$ cat config.mk
export PLATFORM = sky130hd
export DESIGN_NAME = dark_pixel_bounding_box_unit
export DESIGN_NICKNAME = d
export VERILOG_FILES = /design/src/hdl/dpbb_pkg.sv /design/src/hdl/dpbb_extent.sv /design/src/hdl/dark_pixel_bounding_box_unit.sv
export SDC_FILE = /design/constraint.sdc
export NUM_CORES = 1
export LEC_CHECK = 0
export ABC_AREA = 0
export BUFFER_PORTS_ARGS = -buffer_cell sky130_fd_sc_hd__buf_2
export CORE_ASPECT_RATIO = 1.1
export CORE_UTILIZATION = 56
export CTS_CLUSTER_DIAMETER = 120
export DETAILED_ROUTE_END_ITERATION = 6
export PLACE_DENSITY = 0.77
export SLEW_MARGIN = 5
export SYNTH_ARGS = -nofsm -noshare
export SYNTH_HDL_FRONTEND = slang
export SYNTH_SLANG_ARGS = --single-unit
$ cat constraint.sdc
create_clock -name clk -period 9.5 [get_ports clk]
set_input_delay 1.425 -clock clk [delete_from_list [all_inputs] [get_ports clk]]
set_output_delay 1.425 -clock clk [all_outputs]
set_load 0.01 [all_outputs]
$ cat src/hdl/dpbb_pkg.sv
// ----------------------------------------------------------------------------
// dpbb_pkg
// Shared constants, types and helpers for the dark pixel bounding box unit.
// ----------------------------------------------------------------------------
package dpbb_pkg;

  localparam int MAX_DIM = 4096;
  localparam int DIM_W   = $clog2(MAX_DIM);   // row / column index width
  localparam int CFG_W   = 13;                // widest register
  localparam int IDX_W   = 2;
  localparam int PIX_W   = 8;

  localparam logic [IDX_W-1:0] REG_DARK_THRESHOLD = 2'd0;
  localparam logic [IDX_W-1:0] REG_FRAME_WIDTH    = 2'd1;
  localparam logic [IDX_W-1:0] REG_FRAME_HEIGHT   = 2'd2;

  localparam logic [PIX_W-1:0] DARK_THRESHOLD_RESET = 8'd200;
  localparam logic [CFG_W-1:0] DIM_RESET            = 13'd1024;

  typedef struct packed {
    logic [PIX_W-1:0] threshold;
    logic [DIM_W-1:0] last_col;
    logic [DIM_W-1:0] last_row;
  } cfg_t;

  typedef struct packed {
    logic             found;
    logic [DIM_W-1:0] left_col;
    logic [DIM_W-1:0] top_row;
    logic [DIM_W-1:0] crop_width;
    logic [DIM_W-1:0] crop_height;
  } rect_t;

  // Last index of a dimension clamped to [2, MAX_DIM].
  function automatic logic [DIM_W-1:0] last_index(input logic [CFG_W-1:0] d);
    logic [DIM_W-1:0] res;
    if (d < CFG_W'(2)) begin
      res = DIM_W'(1);
    end else if (d > CFG_W'(MAX_DIM)) begin
      res = DIM_W'(MAX_DIM - 1);
    end else begin
      res = DIM_W'(d - CFG_W'(1));
    end
    return res;
  endfunction

endpackage

$ cat src/hdl/dpbb_extent.sv
// ----------------------------------------------------------------------------
// dpbb_extent
// Raster counters and dark pixel extent trackers; forms the crop rectangle.
// ----------------------------------------------------------------------------
module dpbb_extent (
  input  logic                       clk,
  input  logic                       rst_n,
  input  logic                       step,
  input  logic [dpbb_pkg::PIX_W-1:0] pixel,
  input  dpbb_pkg::cfg_t             cfg,
  output logic                       frame_end,
  output dpbb_pkg::rect_t            rect
);
  import dpbb_pkg::*;

  logic [DIM_W-1:0] col_r, row_r;
  logic             any_r;
  logic [DIM_W-1:0] minr_r, maxr_r, minc_r, maxc_r;

  logic             dark, row_end;
  logic             any_upd;
  logic [DIM_W-1:0] minr_upd, maxr_upd, minc_upd, maxc_upd;
  logic [DIM_W:0]   maxc_p1;
  logic [DIM_W-1:0] left, right;

  assign dark     = pixel < cfg.threshold;
  assign any_upd  = any_r | dark;
  assign minr_upd = (dark && row_r < minr_r) ? row_r : minr_r;
  assign maxr_upd = (dark && row_r > maxr_r) ? row_r : maxr_r;
  assign minc_upd = (dark && col_r < minc_r) ? col_r : minc_r;
  assign maxc_upd = (dark && col_r > maxc_r) ? col_r : maxc_r;

  assign row_end   = col_r >= cfg.last_col;
  assign frame_end = row_end && (row_r >= cfg.last_row);

  assign maxc_p1 = {1'b0, maxc_upd} + (DIM_W+1)'(1);
  assign left    = (minc_upd == '0) ? '0 : minc_upd - DIM_W'(1);
  assign right   = (maxc_p1 > {1'b0, cfg.last_col}) ? cfg.last_col : maxc_p1[DIM_W-1:0];

  always_comb begin
    rect = '0;
    if (any_upd && maxr_upd != '0 && maxc_upd != '0) begin
      rect.found       = 1'b1;
      rect.left_col    = left;
      rect.top_row     = minr_upd;
      rect.crop_width  = right - left;
      rect.crop_height = maxr_upd - minr_upd;
    end
  end

  always_ff @(posedge clk) begin
    if (!rst_n) begin
      col_r  <= '0;
      row_r  <= '0;
      any_r  <= 1'b0;
      minr_r <= '1;
      maxr_r <= '0;
      minc_r <= '1;
      maxc_r <= '0;
    end else if (step) begin
      if (frame_end) begin
        col_r  <= '0;
        row_r  <= '0;
        any_r  <= 1'b0;
        minr_r <= '1;
        maxr_r <= '0;
        minc_r <= '1;
        maxc_r <= '0;
      end else begin
        any_r  <= any_upd;
        minr_r <= minr_upd;
        maxr_r <= maxr_upd;
        minc_r <= minc_upd;
        maxc_r <= maxc_upd;
        if (row_end) begin
          col_r <= '0;
          row_r <= row_r + DIM_W'(1);
        end else begin
          col_r <= col_r + DIM_W'(1);
        end
      end
    end
  end

endmodule

$ cat src/hdl/dark_pixel_bounding_box_unit.sv
// ----------------------------------------------------------------------------
// dark_pixel_bounding_box_unit
// Finds the crop rectangle around the dark pixels of a raster-order frame.
// ----------------------------------------------------------------------------
//
//   channel  | direction | handshake            | payload
//   ---------+-----------+----------------------+------------------------------
//   in_      | input     | in_valid / in_stall  | pixel_value
//   out_     | output    | out_valid / out_stall| found, left_col, top_row,
//            |           |                      | crop_width, crop_height
//   cfg_     | input     | cfg_wr_en            | cfg_index, cfg_data
//
// One pixel word is taken every cycle while in_stall is low. A word waits in the input
// register and updates the counters and trackers when it advances; the last
// pixel of a frame loads the result register as it advances. Reset clears all frame
// state and loads the register defaults (threshold 200, 1024 x 1024). in_stall
// rises only when the frame's last pixel waits behind an undelivered result
// that out_stall holds.
//
module dark_pixel_bounding_box_unit (
  input  logic                       clk,
  input  logic                       rst_n,
  input  logic                       in_valid,
  output logic                       in_stall,
  input  logic [dpbb_pkg::PIX_W-1:0] in_pixel_value,
  output logic                       out_valid,
  input  logic                       out_stall,
  output logic                       out_found,
  output logic [dpbb_pkg::DIM_W-1:0] out_left_col,
  output logic [dpbb_pkg::DIM_W-1:0] out_top_row,
  output logic [dpbb_pkg::DIM_W-1:0] out_crop_width,
  output logic [dpbb_pkg::DIM_W-1:0] out_crop_height,
  input  logic                       cfg_wr_en,
  input  logic [dpbb_pkg::IDX_W-1:0] cfg_index,
  input  logic [dpbb_pkg::CFG_W-1:0] cfg_data
);
  import dpbb_pkg::*;

  // Configuration registers
  logic [PIX_W-1:0] threshold_r;
  logic [CFG_W-1:0] frame_width_r, frame_height_r;
  cfg_t             cfg;

  // Input register
  logic             pix_valid_r;
  logic [PIX_W-1:0] pix_r;

  // Result register
  logic             out_valid_r;
  rect_t            rect_r;

  logic  frame_end, fire, in_accept, out_free;
  rect_t rect;

  // Plain write port; an index past the list is dropped.
  always_ff @(posedge clk) begin
    if (!rst_n) begin
      threshold_r    <= DARK_THRESHOLD_RESET;
      frame_width_r  <= DIM_RESET;
      frame_height_r <= DIM_RESET;
    end else if (cfg_wr_en) begin
      unique case (cfg_index)
        REG_DARK_THRESHOLD: threshold_r    <= cfg_data[PIX_W-1:0];
        REG_FRAME_WIDTH:    frame_width_r  <= cfg_data;
        REG_FRAME_HEIGHT:   frame_height_r <= cfg_data;
        default: ;
      endcase
    end
  end

  assign cfg.threshold = threshold_r;
  assign cfg.last_col  = last_index(frame_width_r);
  assign cfg.last_row  = last_index(frame_height_r);

  // The result register is free when empty or being taken this cycle.
  assign out_free = !out_valid_r || !out_stall;
  // Advance the held pixel unless it closes a frame and the result slot is busy.
  assign fire      = pix_valid_r && (!frame_end || out_free);
  assign in_stall  = pix_valid_r && !fire;
  assign in_accept = in_valid && !in_stall;

  always_ff @(posedge clk) begin
    if (!rst_n) begin
      pix_valid_r <= 1'b0;
    end else if (in_accept) begin
      pix_valid_r <= 1'b1;
    end else if (fire) begin
      pix_valid_r <= 1'b0;
    end
  end

  // Hold the pixel word while stalled.
  always_ff @(posedge clk) begin
    if (in_accept) begin
      pix_r <= in_pixel_value;
    end
  end

  dpbb_extent u_extent (
    .clk       (clk),
    .rst_n     (rst_n),
    .step      (fire),
    .pixel     (pix_r),
    .cfg       (cfg),
    .frame_end (frame_end),
    .rect      (rect)
  );

  // Load a result on the last pixel; drop the valid once the word is taken.
  always_ff @(posedge clk) begin
    if (!rst_n) begin
      out_valid_r <= 1'b0;
    end else if (fire && frame_end) begin
      out_valid_r <= 1'b1;
    end else if (!out_stall) begin
      out_valid_r <= 1'b0;
    end
  end

  always_ff @(posedge clk) begin
    if (fire && frame_end) begin
      rect_r <= rect;
    end
  end

  assign out_valid       = out_valid_r;
  assign out_found       = rect_r.found;
  assign out_left_col    = rect_r.left_col;
  assign out_top_row     = rect_r.top_row;
  assign out_crop_width  = rect_r.crop_width;
  assign out_crop_height = rect_r.crop_height;

endmodule

# Word-level counts from Yosys, hierarchy flattened

Index checks and enable logic that the tools add are counted.

Latch bits: 0
Logic and storage cells: 94
Bits in writable memories: 0
Register bits after elaboration: 166
Input bits: 28
Bits in read-only memories: 0
Output and inout bits: 51
Memories: 0

Reductions and logical operators: 28
Bitwise operators: 1
Divide/modulo/power cells: 0
Multiplexer cells: 24
Eq/ne operators: 3
Multipliers: 0
Shifts and indexed selects: 0
$lt $le $gt $ge: 12
$add $sub $neg: 8

Operators with widths:

| cell                    | count |
|---|---|
| $mux W12                | 18 |
| $mux W49                | 1 |
| $sub A12 B1 Y12 const B | 3 |
| $gt A13 B13 Y1 const B  | 2 |
| $lt A13 B2 Y1 const B   | 2 |
| $add A12 B1 Y12 const B | 2 |
| $ge A12 B12 Y1          | 2 |
| $gt A12 B12 Y1          | 2 |
| $lt A12 B12 Y1          | 2 |
| $reduce_bool A12 Y1     | 2 |
| $sub A12 B12 Y12        | 2 |
| $add A12 B1 Y13 const B | 1 |
| $gt A13 B12 Y1          | 1 |
| $logic_not A12 Y1       | 1 |
| $logic_and A1 B1 Y1     | 11 |
| $lt A8 B8 Y1            | 1 |
| $reduce_and A2 Y1       | 4 |
| $logic_not A1 Y1        | 5 |
| $mux W1                 | 5 |
| $reduce_bool A2 Y1      | 2 |
| $eq A2 B1 Y1 const B    | 1 |
| $eq A2 B2 Y1 const B    | 1 |
| $logic_not A2 Y1        | 1 |
| $logic_or A1 B1 Y1      | 2 |
| other kinds (2)         | 2 |

# Logic depth before layout (Yosys ltp)

Gate-level depths: netlist of the first run.

Depth in word-level cells: 13
Gate-level depth with buffers: 39

# Hierarchy

Synthesis of the first run repeated with hierarchy kept, for this count alone.

Cells, all modules: 1,341
Area, all modules: 11,569.8 um^2

Modules (own cells, without submodules):

| module                       | area each (um^2) | instances | seq. area each (um^2) | cells an instance |
|---|---|---|---|---|
| dpbb_extent                  | 7,832.5          | 1         | 1,461.4               | 1,037 |
| dark_pixel_bounding_box_unit | 3,737.3          | 1         | 2,432.3               | 304 |

# Least setup slack after synthesis of the first run

No wires, ideal clock.

Path kind: reg-to-reg
Start: reg u_extent.col_r[0]
End: reg rect_r, in the netlist out_crop_width[10], data pin
Slack: 2.776 ns
Buffers on the path: 4
Library setup time: 0.257 ns
Cell stages (with the launch flop): 38
Arrival time: 6.467 ns
Required time: 9.243 ns
Path through: dfxtp_1 -> clkbuf_1 -> inv_1 -> ha_1 -> nor2b_1 -> o211ai_1 -> a211o_1 -> and3_1 -> nor2_4 -> buf_2 -> buf_2 -> a21oi_1 -> inv_1 -> ha_1 -> nand4_1 -> nor2_1 -> xnor2_1 -> mux2i_1 -> [... 2 more ...] -> nor4_1 -> a221oi_1 -> nor3_1 -> clkbuf_1 -> nand2_1 -> o21ai_0 -> ha_1 -> inv_1 -> fa_1 -> a21o_1 -> a21oi_1 -> o21bai_1 -> a21oi_1 -> o21ai_0 -> a21o_1 -> a21oi_1 -> xor2_1 -> nor2_1

Longest elaborated chain between the ends: 7
Elaborated cells on any way between the ends: 15
Those cells by class: 3 x add/sub; 3 x order compare; 4 x mux; 5 x reduce/logical

Ends and longest elaborated chain:

| item                   | line                                | RTL |
|---|---|---|
| from (decl)            | dpbb_extent.sv:16                   | `logic [DIM_W-1:0] col_r, row_r;` |
| from (signal assigned) | dpbb_extent.sv:79                   | `col_r <= col_r + DIM_W'(1);` |
| $gt A12 B12 Y1         | dpbb_extent.sv:31                   | `assign maxc_upd = (dark && col_r > maxc_r) ? col_r : maxc_r;` |
| $logic_and A1 B1 Y1    | dpbb_extent.sv:31                   |  |
| $mux W12               | dpbb_extent.sv:31                   |  |
| $add A12 B1 Y13        | dpbb_extent.sv:36                   | `assign maxc_p1 = {1'b0, maxc_upd} + (DIM_W+1)'(1);` |
| $gt A13 B12 Y1         | dpbb_extent.sv:38                   | `assign right = (maxc_p1 > {1'b0, cfg.last_col}) ? cfg.last_col : maxc_p1[DIM_W-1:0];` |
| $mux W12               | dpbb_extent.sv:38                   |  |
| $sub A12 B12 Y12       | dpbb_extent.sv:46                   | `rect.crop_width = right - left;` |
| to (signal assigned)   | dark_pixel_bounding_box_unit.sv:122 | `rect_r <= rect;` |
| to (decl)              | dark_pixel_bounding_box_unit.sv:50  | `rect_t rect_r;` |

Several ways; a longest one is shown, not always the timed one.
A chain may end at the register's enable or synchronous reset.

# Worst setup path in the final report of the first run

Start: reg u_extent.maxc_r[1]
End: reg rect_r, in the netlist out_crop_width[10], data pin

Longest elaborated chain between the ends: 7
Elaborated cells on any way between the ends: 9
Those cells by class: 2 x add/sub; 2 x order compare; 2 x mux; 3 x reduce/logical

Ends and longest elaborated chain:

| item                   | line              | RTL |
|---|---|---|
| from (decl)            | dpbb_extent.sv:18 | `logic [DIM_W-1:0] minr_r, maxr_r, minc_r, maxc_r;` |
| from (signal assigned) | dpbb_extent.sv:74 | `maxc_r <= maxc_upd;` |
| $gt A12 B12 Y1         | dpbb_extent.sv:31 |  |
| $logic_and A1 B1 Y1    | dpbb_extent.sv:31 |  |
| $mux W12 *             | dpbb_extent.sv:31 |  |
| $add A12 B1 Y13        | dpbb_extent.sv:36 |  |
| $gt A13 B12 Y1         | dpbb_extent.sv:38 |  |
| $mux W12               | dpbb_extent.sv:38 |  |
| $sub A12 B12 Y12       | dpbb_extent.sv:46 |  |

Mark *: on every way between the ends. The rest lies on a longest branch, timed or not.

==> qor.yml, run 1 <==
outcome: "completed"
drt_iter0_drc: 706
path_max_fanout: 23
via_per_inst: 5.92
die-area_mm2: 0.0203
drc_errors: 0
post_drt_wl_per_cell_um: 17.1
synthAdderAreaFrac_pct: 13.9
power_frac_seq_pct: 39.8
dpl.hpwl_um: 20100
clk_pin_slew_ns: 0.07
hold_path_class: "flip-flop to flip-flop"
fmaxAchievable_mhz: 126
syn_nets: 1416
area_growth_pct: 10.6
synth_edf_count: 57
grt_pass1_wl_um: 44400
crit_arrival_ns: 8.08
dr.pass1.iters: 5
drive_gt1_share_pct: 10.9
htreeDepth: 4
cp-start-kind: "flip-flop"
clk_latency_ns: 0.44
yosys.area.top_type_share_pct: 19.8
initial_core_util_pct: 57.4
p_clk_share_pct: 37.1
reg2regPathDepth: 30
drv_cap: 0
dp.cells: 1547
final_nets: 1468
synthArstFlopShare_pct: 0
pin_count: 79
leakage_nw: 5.24
tns_ns: 0
num_antenna_cells: 0
swShare_pct: 31.6
cts_setup_buffers: 0
cts_hold_buf: 0
num_vias: 9347
die_x_um: 136
hold_viol: 0
worstReg2RegEnd: "out_crop_width[10]"
min_period_ns: 7.91
rrSetupSlack_ns: 1.59
gp_congestion: 0.937
ant_nets: 0
synth_compound_area_share_pct: 15.1
ir_worst_vdd_mv: 0.141
rsz0062_at_grt: "no"
ys_warn_count: 0
hold_depth: 1
synth_most_common_cell: "nand2_1"
grt_max_degree: 50
r2r_start: "u_extent.maxc_r[1]"
instances_no_fill: 1579
cp-startpoint: "u_extent.maxc_r[1]"
critical_path.endpoint: "out_crop_width[10]"
seq_area_frac_synth_pct: 35.3
synthCells: 1267
cts_sinks: 166
slowest_stage: "nor3_2"
p_int_mw: 1.31
synth_top_family_by_area: "simple AND/OR/NAND/NOR gates"
die_y_um: 149
clock-root-buffer: "clkbuf_16"
p_comb_share_pct: 23.1
overflow: 0
drv_slew: 0
synth_ff_type: "dfxtp_1"
synth_area_per_cell_um2: 8.71
slew_headroom_pct: 23.4
setup_viol: 0
core_area_mm2: 0.0192
synth_area_leader_cell: "dfxtp_1"
synth_area_mm2: 0.0110
synth_seq_cells: 166
synthTopCellsByCount: "nand2_1 (151), nor2_1 (126), ha_1 (119)"
synth-simple-area-share_pct: 19.1
grt_pass1_vias: 9095
synth_mux_area_share_pct: 4.39
path_class: "flip-flop to flip-flop"
cts.path.max_buffers: 2
synthXorXnorAreaFrac_pct: 7.54
row_count: 53
cts_tree: "yes"
synth.area.top_cells: "dfxtp_1 (20%), edfxtp_1 (16%), ha_1 (13%), xnor2_1 (5.2%), nand2_1 (5.1%)"
cts_buffers: 17
routed_wl_um: 27000
p_per_area_mw_per_mm2: 157
whs_ns: 0.488
io_buffers: 78
tightestPinTransition_ns: 1.14
crit_path_end_kind: "flip-flop"
timing.final.crit_share_pct: 83.2
antenna_found_initial: 0
worstPathRequired_ns: 9.67
synth_cell_types: 64
skew_ns: 0.0124
cts_resized: 0
track_usage_pct: 28.0
netSwitchingPower_mw: 0.605
critPathMaxStageDelay_ns: 0.89
-- worst max-delay path, delay by kind of cell (launching register included) --
| kind | cells | cell delay, ns |
|---|---|---|
| AND/OR/NAND/NOR | 9 | 2.64 |
| AO/OA/AOI/OAI | 11 | 2.17 |
| adder cells (fa/ha/maj) | 4 | 1.49 |
| flip-flops | 1 | 0.45 |
| multiplexers | 2 | 0.33 |
| XOR/XNOR | 2 | 0.29 |
| buffers and inverters | 2 | 0.26 |
-- placed cells by master, fill, tap and decap left out, drive strengths merged, types with 5 or more instances in the layout --
| cell type | instances |
|---|---|
| o211ai | 24 |
| ha | 119 |
| nor4 | 26 |
| and2 | 7 |
| xor2 | 29 |
| xnor2 | 66 |
| a32o | 10 |
| mux2i | 36 |
| clkinv | 5 |
| o21a | 6 |
| nand2 | 151 |
| o21ai | 51 |
| nand3 | 35 |
| inv | 88 |
| a21oi | 86 |
| nand2b | 11 |
| a21o | 32 |
| nor2 | 127 |
| nor2b | 11 |
| nand3b | 5 |
| dfxtp | 109 |
| nor3 | 24 |
| and3 | 15 |
| clkbuf | 17 |
| mux2 | 11 |
| a22o | 11 |
| buf | 88 |
| nand4 | 17 |
| edfxtp | 57 |
-- cell type report --
cell class | count | area, um2
fill | 1593 | 7030
inverter | 80 | 300
timing repair buffer | 88 | 465
multi-input combinational | 966 | 6640
clock buffer | 17 | 425
sequential | 166 | 3890
clock inverter | 15 | 175
tap | 247 | 309
-- state kept, by name, summed over array words and instances, names as in the netlist, 8 cells and up --
name / cells
frame_height_r: 13
frame_width_r: 13
out_crop_height: 12
out_crop_width: 12
out_left_col: 12
out_top_row: 12
u_extent.col_r: 12
u_extent.maxc_r: 12
u_extent.maxr_r: 12
u_extent.minc_r: 12
u_extent.minr_r: 12
u_extent.row_r: 12
pix_r: 8
threshold_r: 8
-- metal layers --
metal | global-route usage (%) | part of all wire (%)
met1 | 35.8 | 45
met2 | 47.5 | 48
met3 | 4.04 | 4.8
met4 | 10.6 | 2.4
met5 | 0 | 0
-- worst min-delay path by stage --
stage	start	to	slack, ns
finish	u_extent.any_r	u_extent.any_r	0.49
global route	u_extent.any_r	u_extent.any_r	0.51
CTS	u_extent.any_r	u_extent.any_r	0.48
detailed placement	u_extent.any_r	u_extent.any_r	0.47
global placement	u_extent.any_r	u_extent.any_r	0.46
floorplan	u_extent.any_r	u_extent.any_r	0.44
-- logic make-up after synthesis --
| family | Yosys count |
|---|---|
| flops | 166 |
| buf+inv | 135 |
| mux | 47 |
| compound gates | 252 |
| xor+xnor | 95 |
| simple gates | 451 |
| fa+ha+maj | 121 |
-- power by group through the flow --
stage	registers, mW	clock network, mW	logic (mW)
2_1_floorplan	0.774	0	0.343
3_5_place_dp	0.778	0	0.434
5_1_grt	0.765	0.743	0.490
3_3_place_gp	0.777	0	0.424
6_report	0.762	0.709	0.441
4_1_cts	0.762	0.714	0.437
-- per-stage QoR --
step / setup WS, ns / total power [mW] / utilization (%) / cell area (um2)
after floorplan: 2.78 / 1.12 / - / 11000
after detailed placement: 1.73 / 1.21 / 60.3 / 11600
after global routing: 0.740 / 2.00 / 63.5 / 12200
final: 1.59 / 1.91 / 63.5 / 12200
after CTS: 1.69 / 1.91 / 63.5 / 12200
after global placement: 2.02 / 1.20 / 60.3 / 11600
Note: power is estimated with default switching activity, not from simulation.
==> inputs of run 2 (changes only) <==
Clock period 9.5 ns to 7.4 ns, I/O delays scaled along.
==> run 2 against run 1 <==
Cell area is 1.0% higher. Hold slack worse by 0.0086 ns. Setup slack worse by 1.2 ns. Clock-buffer cell count is 1 higher. Routed wire length is 0.45% higher. Register-to-register slack worse by 1.2 ns. Utilization is 0.64 points higher. Non-clock buffer count is 16 higher. Flip-flop and latch count stayed put. Combinational power is 31% higher. First-iteration DRC count is 19% lower. Highest routed layer unchanged.
==> qor.yml, run 2 (synthesized netlist as in run 1, its figures left out) <==
top_regs: "frame_height_r: 13 flops, frame_width_r: 13 flops"
dr.pass1.iters: 5  # unchanged
hold_viol: 0  # unchanged
clk_pin_slew_ns: 0.07  # about the same
final_nets: 1484  # +1.1%
crit_buf_inv: 3  # +1
skew_ns: 0.0101  # -0.00236 ns
p_total_mw: 2.47  # +29%
layout_commonest_cell: "nand2_1"
cts_sinks: 166  # unchanged
timing.final.crit_share_pct: 94.1  # +11 points
drt_iter0_drc: 573  # -19%
core_area_mm2: 0.0192  # unchanged
finalInstanceArea_mm2: 0.0123  # +1.0%
critPathMaxStageDelay_ns: 0.42  # -0.47 ns
p_int_mw: 1.71  # +30%
gp_congestion: 0.985  # +5.1%
via_per_inst: 5.91  # -0.15%
cp-start-kind: "flip-flop"
routed_wl_um: 27100  # +0.45%
setup_viol: 0  # unchanged
clock-root-buffer: "clkbuf_16"
dpl.hpwl_um: 20200  # +0.42%
tns_ns: 0  # unchanged
io_buffers: 78  # unchanged
dpl_cell_area_mm2: 0.0117  # +0.91%
antenna_found_initial: 0  # unchanged
tightestPinTransition_ns: 0.990  # -0.151 ns
cp_top_family: "compound AO/OA/AOI/OAI gates"
track_usage_pct: 27.8  # -0.23 points
pin_count: 79  # unchanged
drv_cap: 0  # unchanged
final_core_util_pct: 64.1  # +0.64 points
crit_arrival_ns: 7.14  # -0.94 ns
seqCellArea_mm2: 0.00389  # unchanged
swShare_pct: 30.8  # -0.82 points
area_growth_pct: 11.7
overflow: 0  # unchanged
clk_latency_ns: 0.44  # about the same
hold_path_class: "flip-flop to flip-flop"
grt_pass1_vias: 8893  # -2.2%
min_period_ns: 6.96  # -0.945 ns
num_antenna_cells: 0  # unchanged
drv_slew: 0  # unchanged
cts_tree: "yes"
cts_hold_buf: 0  # unchanged
drc_errors: 0  # unchanged
crit_top_cell: "ha_1"
multi_input_area_mm2: 0.00665  # +0.19%
row_count: 53  # unchanged
slew_headroom_pct: 33.8  # +10 points
die_y_um: 149  # unchanged
num_vias: 9428  # +0.87%
final_cell_mix: "nand2_1 (151), nor2_1 (125), ha_1 (119)"
htreeDepth: 4  # unchanged
path_max_fanout: 10  # -57%
leakage_nw: 5.31  # +1.5%
post_drt_wl_per_cell_um: 17.0  # -0.56%
die-area_mm2: 0.0203  # unchanged
cts.path.max_buffers: 2  # unchanged
die_x_um: 136  # unchanged
netSwitchingPower_mw: 0.760  # +26%
ir_worst_vdd_mv: 0.160  # +13%
ant_nets: 0  # unchanged
nFillCells: 1667  # +4.6%
rsz0062_at_grt: "no"
path_class: "flip-flop to flip-flop"
pre_cts_ws_ns: 0.358  # -1.37 ns
drive_gt1_share_pct: 11.9  # +1.1 points
crit_path_end_kind: "flip-flop"
outcome: "completed"
grt_max_degree: 50  # unchanged
fmaxAchievable_mhz: 144  # +14%
worstPathRequired_ns: 7.58  # -2.09 ns
grt_pass1_wl_um: 43900  # -1.3%
p_comb_share_pct: 23.4  # +0.3 points
p_per_area_mw_per_mm2: 200  # +28%
cts_buffers: 17  # unchanged
power_frac_seq_pct: 39.6  # -0.2 points
slowest_stage: "dfxtp_1"
initial_core_util_pct: 57.4  # unchanged
layout_setup_ws_ns: 0.437  # -1.15 ns
p_clk_share_pct: 36.9  # -0.2 points
## run 2: cell type report
| cell class | instances | area share [%] |
|---|---|---|
| flip-flops and latches | 166 | 31.6 |
| clock inverters | 14 | 1.32 |
| repair buffers | 104 | 4.75 |
| clock buffers | 18 | 3.48 |
| inverters | 80 | 2.44 |
| well taps | 247 | 2.51 |
| multi-input cells | 966 | 53.9 |
## run 2: timing repair
item	CTS	global route
gates resized for setup	0	2
buffers inserted	0	2
endpoints found under the setup margin	0	1
## run 2: worst paths after layout
check	slack [ns]	endpoint	from	cells past startpoint
setup / recovery	0.44	out_crop_width[10]	u_extent.maxc_r[1]	34
hold / removal	0.48	u_extent.any_r	u_extent.any_r	1
setup reg to reg	0.44	out_crop_width[10]	u_extent.maxc_r[1]	34
hold reg to reg	0.48	u_extent.any_r	u_extent.any_r	1
## run 2: worst reg2reg max path, delay by kind of cell (launching register included)
family          cells  cell delay [ns]
xor+xnor            1             0.18
fa+ha+maj           5             1.48
buf+inv             3             0.32
compound gates     12             2.04
flops               1             0.42
mux                 2             0.27
simple gates       11             2.02
## run 2: metrics by stage
step                hold slack, ns  cells
floorplan                    0.441   1267
global placement             0.450   1561
detailed placement           0.463   1561
CTS                          0.478   1593
global route                 0.513   1595
finish                       0.480   1595
## run 2: metal layers
metal | track usage [%] | routed length (um) | up-vias
met1 | 36.0 | 12000 | 4403
li1 | - | - | 4628
met3 | 4.83 | 1700 | 57
met4 | 11.6 | 729 | 0
met2 | 45.4 | 12600 | 340
met5 | 0 | 0 | -
## run 2: power by group through the flow
stage / Combinational (mW) / Clock [mW] / Sequential [mW]
after floorplan: 0.440 / 0 / 0.993
after global placement: 0.551 / 0 / 0.997
after detailed placement: 0.564 / 0 / 0.998
after CTS: 0.569 / 0.921 / 0.977
after global routing: 0.643 / 0.954 / 0.980
final: 0.578 / 0.911 / 0.978
